## src/rtl/esd_pkg.sv

```systemverilog
// Package for the elevator scan dispatcher: sizes, codes and the
// controller-to-datapath command and status types. No dependencies.
package esd_pkg;

    localparam int CARS = 3;
    localparam int FLOORS = 16;
    localparam int CAR_W = 2;
    localparam int FLOOR_W = 4;
    localparam int MAX_OUT = 9;
    localparam int CNT_W = 4;

    typedef logic [1:0] dir_t;
    localparam dir_t DIR_IDLE = 2'd0;
    localparam dir_t DIR_UP = 2'd1;
    localparam dir_t DIR_DOWN = 2'd2;

    typedef logic [1:0] kind_t;
    localparam kind_t KIND_TICK = 2'd0;
    localparam kind_t KIND_UP = 2'd1;
    localparam kind_t KIND_DOWN = 2'd2;
    localparam kind_t KIND_BUTTON = 2'd3;

    typedef enum logic [2:0] {
        ST_IDLE,
        ST_UP_CALLS,
        ST_DOWN_CALLS,
        ST_MOVE,
        ST_OUT
    } state_t;

    typedef enum logic [2:0] {
        OP_NONE,
        OP_LOAD,
        OP_EXEC,
        OP_UP_STEP,
        OP_DOWN_STEP,
        OP_MOVE_STEP
    } op_t;

    typedef struct packed {
        op_t op;
        logic [CAR_W-1:0] car;
        logic out_pop;
    } cmd_t;

    typedef struct packed {
        kind_t kind;
        logic up_pending;
        logic down_pending;
        logic up_take;
        logic down_take;
        logic out_empty;
    } status_t;

    function automatic logic [FLOOR_W-1:0] lowest(input logic [FLOORS-1:0] m);
        logic [FLOOR_W-1:0] r;
        r = '0;
        for (int i = FLOORS - 1; i >= 0; i--) begin
            if (m[i]) begin
                r = FLOOR_W'(i);
            end
        end
        return r;
    endfunction

    function automatic logic [FLOOR_W-1:0] highest(input logic [FLOORS-1:0] m);
        logic [FLOOR_W-1:0] r;
        r = '0;
        for (int i = 0; i < FLOORS; i++) begin
            if (m[i]) begin
                r = FLOOR_W'(i);
            end
        end
        return r;
    endfunction

    function automatic logic is_idle(input dir_t d);
        return (d != DIR_UP) && (d != DIR_DOWN);
    endfunction

    function automatic dir_t heading(input logic [FLOORS-1:0] s,
                                     input logic [FLOOR_W-1:0] here,
                                     input dir_t d);
        dir_t r;
        r = d;
        if (s == '0) begin
            r = DIR_IDLE;
        end
        else if ((d == DIR_UP || is_idle(d)) && highest(s) < here) begin
            r = DIR_DOWN;
        end
        else if ((d == DIR_DOWN || is_idle(d)) && lowest(s) > here) begin
            r = DIR_UP;
        end
        return r;
    endfunction

endpackage

```

## src/rtl/elevator_scan_dispatcher.sv

```systemverilog
// Top level of the elevator scan dispatcher: joins controller and datapath.
// Depends on esd_pkg, esd_ctrl and esd_datapath.
//
//   channel  direction  handshake           payload
//   input    in         in_valid/in_stall   kind, floor, car
//   output   out        out_valid/out_stall car_res, stop_floor, last
//
// A call or button item is loaded on acceptance, then executed, then its
// results are delivered before the next acceptance.
// A tick is loaded, then hands out up calls and then down calls in allotment
// passes over the cars, moves each car once, then delivers its results.
// Reset clears all cars to floor 0, idle, with no stops or calls.
// Output stall holds the current result; input stays stalled until the
// last result of the item has been taken.
module elevator_scan_dispatcher (
    input  logic clk,
    input  logic rst_n,
    input  logic in_valid,
    output logic in_stall,
    input  logic [1:0] kind,
    input  logic [3:0] floor,
    input  logic [1:0] car,
    output logic out_valid,
    input  logic out_stall,
    output logic [1:0] car_res,
    output logic [3:0] stop_floor,
    output logic last
);
    import esd_pkg::*;

    cmd_t cmd;
    status_t status;

    esd_ctrl u_ctrl (
        .clk(clk),
        .rst_n(rst_n),
        .in_valid(in_valid),
        .in_stall(in_stall),
        .out_valid(out_valid),
        .out_stall(out_stall),
        .status(status),
        .cmd(cmd)
    );

    esd_datapath u_dp (
        .clk(clk),
        .rst_n(rst_n),
        .cmd(cmd),
        .status(status),
        .kind(kind),
        .floor(floor),
        .car(car),
        .car_res(car_res),
        .stop_floor(stop_floor),
        .last(last)
    );

endmodule

```

## src/rtl/esd_datapath.sv

```systemverilog
// Datapath of the elevator scan dispatcher: call bitmaps, car state and
// the result queue. Depends on esd_pkg.
module esd_datapath (
    input  logic clk,
    input  logic rst_n,
    input  esd_pkg::cmd_t cmd,
    output esd_pkg::status_t status,
    input  logic [1:0] kind,
    input  logic [3:0] floor,
    input  logic [1:0] car,
    output logic [1:0] car_res,
    output logic [3:0] stop_floor,
    output logic last
);
    import esd_pkg::*;

    logic [FLOOR_W-1:0] floor_reg [CARS];
    dir_t dir_reg [CARS];
    logic [FLOORS-1:0] stops_reg [CARS];
    logic [FLOORS-1:0] up_reg;
    logic [FLOORS-1:0] down_reg;
    kind_t kind_reg;
    logic [FLOOR_W-1:0] fl_reg;
    logic [CAR_W-1:0] car_reg;
    logic [CAR_W-1:0] qc_reg [MAX_OUT];
    logic [FLOOR_W-1:0] qf_reg [MAX_OUT];
    logic [CNT_W-1:0] cnt_reg;
    logic [CNT_W-1:0] rd_reg;

    logic [FLOOR_W-1:0] cf;
    dir_t cd;
    logic [FLOORS-1:0] cs;
    logic [FLOOR_W-1:0] up_lo;
    logic [FLOOR_W-1:0] dn_hi;
    logic [FLOOR_W-1:0] mv;

    assign cf = floor_reg[cmd.car];
    assign cd = dir_reg[cmd.car];
    assign cs = stops_reg[cmd.car];
    assign up_lo = lowest(up_reg);
    assign dn_hi = highest(down_reg);

    always_comb
    begin
        mv = cf;
        if (cd == DIR_UP && cf != FLOOR_W'(FLOORS - 1)) begin
            mv = cf + 1'b1;
        end
        else if (cd == DIR_DOWN && cf != '0) begin
            mv = cf - 1'b1;
        end
    end

    assign status.kind = kind_reg;
    assign status.up_pending = (up_reg != '0);
    assign status.down_pending = (down_reg != '0);
    assign status.up_take = (up_reg != '0) && ((cd == DIR_UP && cf < up_lo) || is_idle(cd));
    assign status.down_take = (down_reg != '0) &&
                              ((cd == DIR_DOWN && cf > dn_hi) || is_idle(cd));
    assign status.out_empty = (rd_reg == cnt_reg);

    assign car_res = qc_reg[rd_reg];
    assign stop_floor = qf_reg[rd_reg];
    assign last = (rd_reg + 1'b1 == cnt_reg);

    always_ff @(posedge clk)
    begin
        if (cmd.op == OP_LOAD) begin
            kind_reg <= kind;
            fl_reg <= floor;
            car_reg <= car;
        end
    end

    always_ff @(posedge clk or negedge rst_n)
    begin
        if (!rst_n) begin
            for (int i = 0; i < CARS; i++) begin
                floor_reg[i] <= '0;
                dir_reg[i] <= DIR_IDLE;
                stops_reg[i] <= '0;
            end
            up_reg <= '0;
            down_reg <= '0;
            cnt_reg <= '0;
            rd_reg <= '0;
        end
        else begin
            if (cmd.out_pop) begin
                rd_reg <= rd_reg + 1'b1;
            end
            case (cmd.op)
                OP_LOAD:
                begin
                    cnt_reg <= '0;
                    rd_reg <= '0;
                end
                OP_EXEC:
                begin
                    case (kind_reg)
                        KIND_UP: up_reg[fl_reg] <= 1'b1;
                        KIND_DOWN: down_reg[fl_reg] <= 1'b1;
                        KIND_BUTTON:
                        begin
                            if (32'(car_reg) < CARS) begin
                                if (floor_reg[car_reg] == fl_reg) begin
                                    qc_reg[0] <= car_reg;
                                    qf_reg[0] <= fl_reg;
                                    cnt_reg <= CNT_W'(1);
                                end
                                else begin
                                    stops_reg[car_reg][fl_reg] <= 1'b1;
                                    dir_reg[car_reg] <= heading(
                                        stops_reg[car_reg] | (FLOORS'(1) << fl_reg),
                                        floor_reg[car_reg], dir_reg[car_reg]);
                                end
                            end
                        end
                        default: ;
                    endcase
                end
                OP_UP_STEP, OP_DOWN_STEP:
                begin
                    if (cmd.op == OP_UP_STEP) begin
                        up_reg[up_lo] <= 1'b0;
                    end
                    else begin
                        down_reg[dn_hi] <= 1'b0;
                    end
                    if (cf == ((cmd.op == OP_UP_STEP) ? up_lo : dn_hi)) begin
                        if (cnt_reg < CNT_W'(MAX_OUT)) begin
                            qc_reg[cnt_reg] <= cmd.car;
                            qf_reg[cnt_reg] <= cf;
                            cnt_reg <= cnt_reg + 1'b1;
                        end
                    end
                    else begin
                        stops_reg[cmd.car] <= cs | (FLOORS'(1) <<
                            ((cmd.op == OP_UP_STEP) ? up_lo : dn_hi));
                        dir_reg[cmd.car] <= heading(cs | (FLOORS'(1) <<
                            ((cmd.op == OP_UP_STEP) ? up_lo : dn_hi)), cf, cd);
                    end
                end
                OP_MOVE_STEP:
                begin
                    floor_reg[cmd.car] <= mv;
                    if (cs[mv]) begin
                        if (cnt_reg < CNT_W'(MAX_OUT)) begin
                            qc_reg[cnt_reg] <= cmd.car;
                            qf_reg[cnt_reg] <= mv;
                            cnt_reg <= cnt_reg + 1'b1;
                        end
                        stops_reg[cmd.car][mv] <= 1'b0;
                        dir_reg[cmd.car] <= heading(cs & ~(FLOORS'(1) << mv), mv, cd);
                    end
                end
                default: ;
            endcase
        end
    end

`ifndef SYNTHESIS
    a_cnt_bound: assert property (@(posedge clk) disable iff (!rst_n)
        cnt_reg <= CNT_W'(MAX_OUT)) else $error("queue count overflow");
    a_rd_bound: assert property (@(posedge clk) disable iff (!rst_n)
        rd_reg <= cnt_reg) else $error("queue read past count");
    a_pop_nonempty: assert property (@(posedge clk) disable iff (!rst_n)
        cmd.out_pop |-> !status.out_empty) else $error("pop from empty queue");
`endif

endmodule

```

## src/rtl/esd_ctrl.sv

```systemverilog
// Controller of the elevator scan dispatcher: sequences item loading and execution, call
// allotment, car moves and result delivery. Depends on esd_pkg.
module esd_ctrl (
    input  logic clk,
    input  logic rst_n,
    input  logic in_valid,
    output logic in_stall,
    output logic out_valid,
    input  logic out_stall,
    input  esd_pkg::status_t status,
    output esd_pkg::cmd_t cmd
);
    import esd_pkg::*;

    state_t state_reg, state_next;
    logic [CAR_W-1:0] car_reg, car_next;
    logic exec_reg, exec_next;

    always_ff @(posedge clk or negedge rst_n)
    begin
        if (!rst_n) begin
            state_reg <= ST_IDLE;
            car_reg <= '0;
            exec_reg <= 1'b0;
        end
        else begin
            state_reg <= state_next;
            car_reg <= car_next;
            exec_reg <= exec_next;
        end
    end

    always_comb
    begin
        state_next = state_reg;
        car_next = car_reg;
        exec_next = 1'b0;
        cmd = '{op: OP_NONE, car: car_reg, out_pop: 1'b0};
        in_stall = 1'b1;
        out_valid = 1'b0;
        case (state_reg)
            ST_IDLE:
            begin
                in_stall = 1'b0;
                if (in_valid) begin
                    cmd.op = OP_LOAD;
                    exec_next = 1'b1;
                    state_next = ST_OUT;
                end
            end
            ST_OUT:
            begin
                if (exec_reg) begin
                    car_next = '0;
                    if (status.kind != KIND_TICK) begin
                        cmd.op = OP_EXEC;
                    end
                    else if (status.up_pending) begin
                        state_next = ST_UP_CALLS;
                    end
                    else if (status.down_pending) begin
                        state_next = ST_DOWN_CALLS;
                    end
                    else begin
                        state_next = ST_MOVE;
                    end
                end
                else if (status.out_empty) begin
                    state_next = ST_IDLE;
                end
                else begin
                    out_valid = 1'b1;
                    cmd.out_pop = !out_stall;
                end
            end
            ST_UP_CALLS:
            begin
                if (!status.up_pending) begin
                    car_next = '0;
                    state_next = status.down_pending ? ST_DOWN_CALLS : ST_MOVE;
                end
                else if (status.up_take) begin
                    cmd.op = OP_UP_STEP;
                end
                else if (32'(car_reg) == CARS - 1) begin
                    car_next = '0;
                    state_next = status.down_pending ? ST_DOWN_CALLS : ST_MOVE;
                end
                else begin
                    car_next = car_reg + 1'b1;
                end
            end
            ST_DOWN_CALLS:
            begin
                if (!status.down_pending) begin
                    car_next = '0;
                    state_next = ST_MOVE;
                end
                else if (status.down_take) begin
                    cmd.op = OP_DOWN_STEP;
                end
                else if (32'(car_reg) == CARS - 1) begin
                    car_next = '0;
                    state_next = ST_MOVE;
                end
                else begin
                    car_next = car_reg + 1'b1;
                end
            end
            ST_MOVE:
            begin
                cmd.op = OP_MOVE_STEP;
                if (32'(car_reg) == CARS - 1) begin
                    state_next = ST_OUT;
                end
                else begin
                    car_next = car_reg + 1'b1;
                end
            end
            default: state_next = ST_IDLE;
        endcase
    end

`ifndef SYNTHESIS
    a_no_accept_busy: assert property (@(posedge clk) disable iff (!rst_n)
        (state_reg != ST_IDLE) |-> in_stall) else $error("input taken while busy");
    a_exec_follows_load: assert property (@(posedge clk) disable iff (!rst_n)
        (cmd.op == OP_LOAD) |=> (state_reg == ST_OUT && exec_reg))
        else $error("load not followed by execute");
    a_out_only_deliver: assert property (@(posedge clk) disable iff (!rst_n)
        out_valid |-> (state_reg == ST_OUT && !exec_reg))
        else $error("result shown outside delivery");
`endif

endmodule
```

## config.mk

```make
export PLATFORM = sky130hd
export DESIGN_NAME = elevator_scan_dispatcher
export DESIGN_NICKNAME = d
export VERILOG_FILES = /design/src/rtl/esd_pkg.sv /design/src/rtl/elevator_scan_dispatcher.sv /design/src/rtl/esd_datapath.sv /design/src/rtl/esd_ctrl.sv
export SDC_FILE = /design/constraint.sdc
export NUM_CORES = 1
export LEC_CHECK = 0
export BUFFER_PORTS_ARGS = -buffer_cell sky130_fd_sc_hd__buf_2
export CAP_MARGIN = 30
export CORE_ASPECT_RATIO = 2
export CORE_MARGIN = 2
export CORE_UTILIZATION = 45
export DETAILED_ROUTE_END_ITERATION = 10
export PLACE_DENSITY = 0.63
export SLEW_MARGIN = 20
export SYNTH_ARGS = -nofsm -noshare
export SYNTH_HDL_FRONTEND = slang
export SYNTH_SLANG_ARGS = --single-unit
```

## constraint.sdc

```tcl
create_clock -name clk -period 5.45 [get_ports clk]
set_clock_uncertainty 0.05 [all_clocks]
set_input_delay 1.09 -clock clk [delete_from_list [all_inputs] [get_ports clk]]
set_output_delay 1.09 -clock clk [all_outputs]
set_load 0.01 [all_outputs]
```

==> results by group, run 1 <==
Run status
  • Status: finished, final reports clean

Global routing
  • First-pass GRT wire length: 92000 um
  • Initial antenna violation count: 1
  • Number of global-route vias before repair: 14400
  • Largest net degree at the start of global routing: 59
  • Grt ovf: 0
  • GR Util All Layers: 40.8%

Clocking
  • Clock tree buffer depth: 2
  • Clock insertion delay at the later pin of the skew report: 0.47 ns
  • Root Buffer: clkbuf_16
  • CTS tree: yes
  • H-tree depth: 4
  • Hold_buf cts: 0
  • Num CTS Buffers: 17
  • Clk sinks: 174
  • Reg clk slew, reported paths: 0.08 ns

Yosys
  • Post-synth EDFFs: 62
  • Syn Area/Cell: 8.46 um2
  • Seq/Total Area, Yosys: 35.3%
  • Cells after Synth: 1562
  • Top post-synthesis cells by area: dfrtp_1 (21%), edfxtp_1 (14%), a21oi_1 (7.6%)
  • Yosys cell types: 100
  • Mapped cell area: 0.0132 mm2
  • Syn nets: 1612
  • FFs w/ async S/R, synth: 64.4%
  • Warnings from Yosys: 0
  • Synth area leader: dfrtp_1
  • Synthesis-stage register bit count: 174
  • Main synth FF type: dfrtp_1
  • Yosys top cell area share: 21.2%

Setup path
  • CP delay by family, top: compound AO/OA/AOI/OAI gates
  • Critical-path maximum fanout: 8
  • Crit path DAT: 5.60 ns
  • Crit end category: register
  • Worst path max stage delay: 0.48 ns
  • R2r setup slk: 0.15 ns
  • Crit path required time: 5.75 ns
  • Crit path buffers/inverters: 7
  • Slowest cell on the critical path: or4_1
  • Startpoint types: register
  • Critical path class: register to register

Floorplanning
  • Die ar.: 0.0308 mm2
  • Starting Density: 45.8%
  • Row count: 88
  • I/O pin total: 21
  • Die height: 246 um
  • Core Box Area: 0.0288 mm2
  • Die X: 125 um

Flow run
  • Max Cap Viol: 0

Hold path
  • Worst min-delay path class: register to register

STA
  • Final Critical Period: 5.30 ns
  • RSZ-0062 raised after global routing: true
  • Final setup viols: 0
  • Max Clock Freq: 189 MHz
  • Fin crit share: 97.3%
  • Slew HR: 41.8%
  • Worst Tran Pin Value: 0.864 ns
  • Hold Vio Cnt, Final: 0
  • Fin. max-slew vios: 0

Layout
  • Commonest cells after routing, fill and taps aside: buf_4 (245), a21oi_1 (197), o21ai_0 (173)
  • Most common cell after layout, fill and taps aside: buf_4
  • # diodes: 0
  • Layout cell share with drive strength beyond 1: 25.0%
  • Largest register FFs: 48
  • Layout area overhead: 23.9%
  • Fillers: 2624
  • Final nets: 1809
  • Layout Utilization: 56.8%
  • Non-Filler Instances: 2132

Placement
  • I/O Buffers: 20
  • Placed insts: 2085
  • Gp weighted congestion: 1.03
  • DP HPWL: 48600 um

Drt
  • Drt first-iter violations: 1245
  • Post-route ant nets: 0
  • First-pass DRT Iterations: 6
  • Routed vias/inst: 6.69
  • Vias: 14300
  • Routed WL: 62800 um
  • DRC viols: 0
  • Routed WL per cell: 29.5 um
## routing by layer
layer	global-route usage, %	up-vias	part of all wire [%]
li1	-	6282	-
met1	37.4	6924	30
met2	72.6	740	50
met3	6.86	316	6.3
met4	42.9	0	13
met5	0	-	0
## cells in the mapped netlist (8+ instances only)
| library cell | instances |
|---|---|
| a211oi_1 | 12 |
| a21o_1 | 11 |
| a21oi_1 | 200 |
| a221oi_1 | 14 |
| a22oi_1 | 13 |
| a31oi_1 | 50 |
| and2_1 | 17 |
| and3_1 | 10 |
| buf_2 | 12 |
| clkbuf_1 | 69 |
| dfrtp_1 | 112 |
| edfxtp_1 | 62 |
| ha_1 | 38 |
| inv_1 | 38 |
| mux2_2 | 11 |
| mux2i_1 | 51 |
| mux4_2 | 12 |
| nand2_1 | 130 |
| nand2b_1 | 21 |
| nand3_1 | 28 |
| nand4_1 | 8 |
| nor2_1 | 154 |
| nor2b_1 | 18 |
| nor3_1 | 39 |
| nor4_1 | 15 |
| o211ai_1 | 14 |
| o21a_1 | 11 |
| o21ai_0 | 177 |
| o22ai_1 | 29 |
| o31ai_1 | 11 |
| xnor2_1 | 10 |
## final cells by class
cell class | instances | area, um2 | share of cell area [%]
tap | 360 | 450 | 2.75
multi-input combinational | 1248 | 8370 | 51.1
clock buffer | 17 | 425 | 2.60
timing repair buffer | 272 | 2070 | 12.6
sequential | 174 | 4670 | 28.5
clock inverter | 15 | 208 | 1.27
inverter | 46 | 183 | 1.12
## cells by family after synthesis
family                   synth area share, %
adder cells (fa/ha/maj)                 3.60
flip-flops                              35.3
multiplexers                            7.04
AO/OA/AOI/OAI                           30.8
AND/OR/NAND/NOR                         17.6
XOR/XNOR                                1.13
buffers and inverters                   4.53
## what timing repair did
action,in CTS,in global routing
pin swaps,2,21
resized for setup,8,76
setup buffers,3,11
endpoints found under the setup margin,6,15
cloned,0,1
## through the flow
step                      setup slack (ns)  hold WS (ns)  cell area (um2)  setup TNS [ns]
after detailed placement            -0.304         0.453            15200           -1.25
final                                0.149         0.465            16400               0
after global routing                -0.141         0.504            16400          -0.468
after global placement              -0.185         0.434            15200          -0.787
after floorplan                     0.0595         0.420            13200               0
after CTS                           0.0155         0.469            15900               0
## final timing paths
path | startpoint | end | cells after the start
max | u_ctrl.car_reg[1] | u_dp.dir_reg[0] | 25
min | u_dp.floor_reg[11] | u_dp.floor_reg[11] | 2
min reg2reg | u_dp.floor_reg[11] | u_dp.floor_reg[11] | 2
max in group asynchronous | rst_n | u_dp.stops_reg[29] | 3
min in group asynchronous | rst_n | u_dp.cnt_reg[3] | 2
max reg2reg | u_ctrl.car_reg[1] | u_dp.dir_reg[0] | 25
## worst min-delay path, stage by stage, from the launching register on
cell	delay, ns
dfrtp_1	0.37
nand2_1	0.05
o21ai_0	0.06
Power of run 1 is not shown: default switching activity piles up to over one toggle a cycle in this logic, so the estimate is an artifact.
==> inputs of run 2 (changes only) <==
--- a/config.mk
+++ b/config.mk
@@ -10,6 +10,7 @@
 export CORE_ASPECT_RATIO = 2
 export CORE_MARGIN = 2
 export CORE_UTILIZATION = 45
+export CTS_BUF_LIST = sky130_fd_sc_hd__clkbuf_2
 export DETAILED_ROUTE_END_ITERATION = 10
 export PLACE_DENSITY = 0.63
 export SLEW_MARGIN = 20
==> constraint.sdc (replaced) <==
create_clock -name clk -period 5.45 [get_ports clk]
set_clock_uncertainty 0.05 [all_clocks]
set_input_delay 0 -clock clk [delete_from_list [all_inputs] [get_ports clk]]
set_output_delay 0 -clock clk [all_outputs]
set_load 0.01 [all_outputs]
==> run 2 against run 1 <==
First-iteration DRC count is 5.2% higher. Critical path depth shrank 1. Routed wire length is 0.27% higher. Design area increased by 1.2%. Sequential share of layout area shrank 0.35 points.
==> results by group, run 2 (synthesis gave the netlist of run 1 again) <==
Placement
  • DP HPWL: 48700 um (about the same)
  • I/O Buffers: 20 (unchanged)
  • Pre-CTS setup slack: -0.244 ns (+0.0591 ns)
  • Placed insts: 2085 (unchanged)
  • Placed cell area: 0.0152 mm2 (about the same)
  • Gp weighted congestion: 1.03 (+0.60%)

Clocking
  • Clk sinks: 174 (unchanged)
  • Clock tree buffer depth: 2 (unchanged)
  • H-tree depth: 4 (unchanged)
  • Clock insertion delay at the later pin of the skew report: 0.95 ns (+0.48 ns)
  • Reg clk slew, reported paths: 0.33 ns (+0.25 ns)
  • CTS tree: yes
  • Num CTS Buffers: 17 (unchanged)
  • Root Buffer: clkbuf_2

Setup path
  • CP delay by family, top: compound AO/OA/AOI/OAI gates
  • Critical path class: register to register
  • Crit path DAT: 6.06 ns (+0.46 ns)
  • Crit path required time: 6.22 ns (+0.47 ns)
  • CP Cell Sequence: buf_4, nor2b_4, buf_12, a2bb2oi_4, buf_4, ha_4, buf_4, a311oi_4, buf_4, a32oi_1, a22oi_2, buf_4, a21oi_1, nor2_1, nand2_1, a21o_1, ha_1, or4_1, a21o_1, a31oi_4, a2111oi_4, buf_4, a211o_1, o22a_1
  • Crit end category: register
  • Slowest cell on the critical path: dfrtp_2
  • Crit path buffers/inverters: 7 (unchanged)
  • Most frequent CP cell: buf_4
  • Startpoint types: register
  • Critical-path maximum fanout: 6 (-2)
  • Worst path max stage delay: 0.52 ns (+0.04 ns)

Hold path
  • Worst min-delay path class: primary input to register

Drt
  • First-pass DRT Iterations: 6 (unchanged)
  • Routed WL: 63000 um (+0.27%)
  • Routed vias/inst: 6.65 (-0.62%)
  • Vias: 14400 (+1.2%)
  • DRC viols: 0 (unchanged)
  • Routed WL per cell: 29.0 um (-1.5%)
  • Drt first-iter violations: 1310 (+5.2%)
  • Post-route ant nets: 0 (unchanged)

STA
  • Final setup viols: 0 (unchanged)
  • Max Clock Freq: 189 MHz (+0.18%)
  • Hold Vio Cnt, Final: 0 (unchanged)
  • Fin. max-slew vios: 0 (unchanged)
  • Worst Tran Pin Value: 0.888 ns (+0.0233 ns)
  • Setup ws final: 0.159 ns (+0.00948 ns)
  • Final Critical Period: 5.29 ns (-0.00948 ns)
  • Slew HR: 40.2% (-1.6 points)
  • Fin crit share: 97.1% (-0.17 points)

Layout
  • Most common cell after layout, fill and taps aside: buf_4
  • Final instance area: 0.0166 mm2 (+1.2%)
  • Largest register FFs: 48 (unchanged)
  • Layout cell share with drive strength beyond 1: 26.5% (+1.5 points)
  • Non-Filler Instances: 2171 (+1.8%)
  • Layout Utilization: 57.5% (+0.69 points)
  • Final nets: 1847 (+2.1%)
  • Commonest cells after routing, fill and taps aside: buf_4 (253), a21oi_1 (194), o21ai_0 (168)
  • Layout area overhead: 25.4%

Global routing
  • GR Util All Layers: 40.4% (-0.34 points)
  • First-pass GRT wire length: 91100 um (-0.96%)
  • Largest net degree at the start of global routing: 59 (unchanged)
  • Number of global-route vias before repair: 14500 (+0.33%)
  • Initial antenna violation count: 2 (+1)
  • Grt ovf: 0 (unchanged)

Floorplanning
  • Row count: 88 (unchanged)
  • Die ar.: 0.0308 mm2 (unchanged)
  • Core Box Area: 0.0288 mm2 (unchanged)
  • I/O pin total: 21 (unchanged)
  • Die height: 246 um (unchanged)
  • Die X: 125 um (unchanged)
  • Starting Density: 45.8% (unchanged)

Flow run
  • Max Cap Viol: 0 (unchanged)

Run status
  • Status: finished, final reports clean
run 2: per-layer routing:
layer  global-route usage (%)  vias to the layer above  share of wire (%)
met5                        0                        -                  0
met4                     41.7                        0                 13
met1                     36.7                     6927                 30
li1                         -                     6371                  -
met2                     72.3                      801                 50
met3                     7.60                      334                7.0
run 2: path summary, 6_finish.rpt:
check / startpoint / to / slack (ns) / depth (start not counted)
worst max-delay path: u_ctrl.car_reg[1] / u_dp.dir_reg[2] / 0.16 / 24
worst min-delay path: in_valid / u_ctrl.state_reg[2] / 0.20 / 6
worst max register to register: u_ctrl.car_reg[1] / u_dp.dir_reg[2] / 0.16 / 24
worst min register to register: u_dp.dir_reg[0] / u_dp.dir_reg[0] / 0.51 / 1
max in group asynchronous: rst_n / u_dp.stops_reg[29] / 3.61 / 5
min in group asynchronous: rst_n / u_dp.cnt_reg[2] / 0.34 / 4
run 2: tightest hold or removal path, delay by kind of cell:
family | cells | cell delay, ns
buf+inv | 2 | 0.65
compound gates | 2 | 0.34
simple gates | 2 | 0.17
run 2: stage by stage:
stage / hold WS [ns] / TNS, ns
3_5_place_dp: 0.131 / -0.998
4_1_cts: 0.143 / 0
5_1_grt: 0.217 / -0.215
3_3_place_gp: 0.128 / -0.747
6_report: 0.201 / 0
2_1_floorplan: -0.346 / 0
run 2: area by class of cell:
type | instances | area [um2]
repair buffers | 311 | 2460
well taps | 360 | 450
clock buffers | 17 | 85.1
diodes | 1 | 2.50
fillers | 2668 | 12300
flip-flops and latches | 174 | 4670
multi-input cells | 1247 | 8510
clock inverters | 15 | 208
inverters | 46 | 185
run 2: repair_timing:
item	in CTS	in global routing
setup endpoints to repair	6	6
setup buffers	5	24
hold endpoints to repair	134	0
resized for setup	17	113
hold buffers	23	0
pin swaps	3	35
Power of run 2 is left out for the same reason.
==> inputs of run 3 (changes only) <==
--- a/config.mk
+++ b/config.mk
@@ -7,7 +7,6 @@
 export LEC_CHECK = 0
 export BUFFER_PORTS_ARGS = -buffer_cell sky130_fd_sc_hd__buf_2
 export CAP_MARGIN = 30
-export CORE_ASPECT_RATIO = 2
 export CORE_MARGIN = 2
 export CORE_UTILIZATION = 45
 export CTS_BUF_LIST = sky130_fd_sc_hd__clkbuf_2
==> run 3 against run 2 <==
Global-route usage decreased by 6.0 points. Utilization decreased by 3.1 points. Register-to-register slack better by 0.03 ns. Flip-flop and latch count did not move. Critical endpoint unchanged. Largest cell class unchanged.
==> results by group, run 3 (synthesis gave the netlist of run 1 again) <==
Drt
  • Drt first-iter violations: 1946 (+49%)
  • Routed WL per cell: 25.2 um (-13%)
  • DRC viols: 0 (unchanged)
  • Routed vias/inst: 6.55 (-1.5%)
  • Post-route ant nets: 0 (unchanged)
  • First-pass DRT Iterations: 8 (+2)
  • Vias: 13800 (-4.5%)
  • Routed WL: 53100 um (-16%)

Setup path
  • Startpoint types: register
  • Critical-path maximum fanout: 10 (+4)
  • Slowest cell on the critical path: or4_1
  • Crit path required time: 6.22 ns (about the same)
  • Crit path DAT: 6.03 ns (-0.03 ns)
  • CP Cell Sequence: buf_4, nor2b_4, buf_4, a2bb2oi_4, buf_8, ha_2, a311oi_4, buf_4, nor2_1, a31o_2, a31oi_1, buf_4, nor4_2, nand4_1, ha_1, or4_1, a21o_1, a31oi_2, a2111oi_2, a211o_1, o22a_1
  • Worst path max stage delay: 0.53 ns (about the same)
  • Crit end category: register
  • Most frequent CP cell: buf_4
  • Critical path class: register to register

Hold path
  • Worst min-delay path class: primary input to asynchronous set/reset pin

Clocking
  • Num CTS Buffers: 17 (unchanged)
  • Reg clk slew, reported paths: 0.29 ns (-0.04 ns)
  • Clock tree buffer depth: 2 (unchanged)
  • H-tree depth: 4 (unchanged)
  • Root Buffer: clkbuf_2
  • CTS tree: yes
  • Clk sinks: 174 (unchanged)
  • Clock insertion delay at the later pin of the skew report: 0.92 ns (-0.03 ns)

STA
  • Final Critical Period: 5.26 ns (-0.0267 ns)
  • Max Clock Freq: 190 MHz (+0.51%)
  • Slew HR: 23.9% (-16 points)
  • Setup ws final: 0.185 ns (+0.0267 ns)
  • Fin crit share: 96.6% (-0.49 points)
  • Worst Tran Pin Value: 1.13 ns (+0.242 ns)
  • Fin. max-slew vios: 0 (unchanged)
  • Final setup viols: 0 (unchanged)
  • Hold Vio Cnt, Final: 0 (unchanged)

Layout
  • Largest register FFs: 48 (unchanged)
  • Fillers: 2676 (+0.30%)
  • Most common cell after layout, fill and taps aside: a21oi_1
  • Layout area overhead: 18.4%
  • Layout cell share with drive strength beyond 1: 21.1% (-5.4 points)
  • Commonest cells after routing, fill and taps aside: a21oi_1 (199), o21ai_0 (175), buf_4 (170)
  • Final nets: 1758 (-4.8%)

Placement
  • Gp weighted congestion: 1.06 (+2.3%)
  • DP HPWL: 38700 um (-21%)
  • Pre-CTS setup slack: -0.00271 ns (+0.242 ns)
  • I/O Buffers: 20 (unchanged)

Floorplanning
  • Core Box Area: 0.0288 mm2 (-0.23%)
  • Die ar.: 0.0308 mm2 (-0.27%)
  • I/O pin total: 21 (unchanged)
  • Die height: 175 um (-29%)
  • Die X: 175 um (+40%)
  • Starting Density: 45.9% (+0.11 points)
  • Row count: 62 (-30%)

Global routing
  • Number of global-route vias before repair: 12900 (-11%)
  • Largest net degree at the start of global routing: 62 (+5.1%)
  • Grt ovf: 0 (unchanged)
  • First-pass GRT wire length: 79500 um (-13%)
  • Initial antenna violation count: 1 (-1)
  • GR Util All Layers: 34.4% (-6.0 points)

Flow run
  • Max Cap Viol: 0 (unchanged)

Run status
  • Status: finished, final reports clean
## run 3: cell types whose count changed in the layout (fill, tap and decap cells not counted), sizes merged
cell,change
clkinv,+4
inv,-4
buf,-89
bufinv,-1
## run 3: critical path, delay by kind of cell, from the launching register on
family / cells / cell delay, ns
DFF: 1 / 0.50
adders and majority gates: 2 / 0.50
buffers and inverters: 5 / 0.85
AOI/OAI and AO/OA: 9 / 1.82
and+or+nand+nor: 5 / 1.48
## run 3: what timing repair did
item | CTS | global route
gates resized for setup | 4 | 70
hold endpoints to repair | 152 | 0
setup endpoints to repair | 3 | 15
buffers inserted | 2 | 16
pin swaps | 1 | 20
hold buffers | 24 | 0
## run 3: final timing paths
check / startpoint / end / slack [ns] / cells after the start
worst max-delay path: u_ctrl.car_reg[1] / u_dp.dir_reg[2] / 0.19 / 21
worst min-delay path: rst_n / u_dp.rd_reg[0] / 0.1 / 4
worst max register to register: u_ctrl.car_reg[1] / u_dp.dir_reg[2] / 0.19 / 21
worst min register to register: u_dp.floor_reg[1] / u_dp.floor_reg[1] / 0.51 / 2
max in group asynchronous: rst_n / u_dp.stops_reg[18] / 4.38 / 4
min in group clk: in_valid / u_ctrl.state_reg[2] / 0.17 / 6
## run 3: final cells by class
cell class                 instances  area, um2  share of cell area (%)
multi-input combinational       1247       8320                    53.2
clock buffer                      17       85.1                   0.544
clock inverter                    14        173                    1.10
inverter                          46        180                    1.15
sequential                       174       4670                    29.8
timing repair buffer             222       1740                    11.1
tap                              384        480                    3.07
antenna                            1       2.50                  0.0160
## run 3: stage by stage
step           setup TNS (ns)  hold WS, ns  area, um2  util, %  instances
2_1_floorplan               0       -0.346      13200        -       1562
3_3_place_gp                0       0.0317      14600     50.7       2026
3_5_place_dp         -0.00532       0.0416      14600     50.7       2028
4_1_cts                     0       0.0620      15100     52.6       2085
5_1_grt                -0.132       0.0846      15600     54.3       2105
6_report                    0       0.0951      15600     54.3       2105
## run 3: routing by layer
| metal | GRT usage [%] | routed length (um) |
|---|---|---|
| met1 | 45.9 | 21400 |
| met5 | 0 | 0 |
| met2 | 51.8 | 23400 |
| met3 | 7.38 | 5220 |
| met4 | 19.5 | 3220 |
Power of run 3 is left out for the same reason.
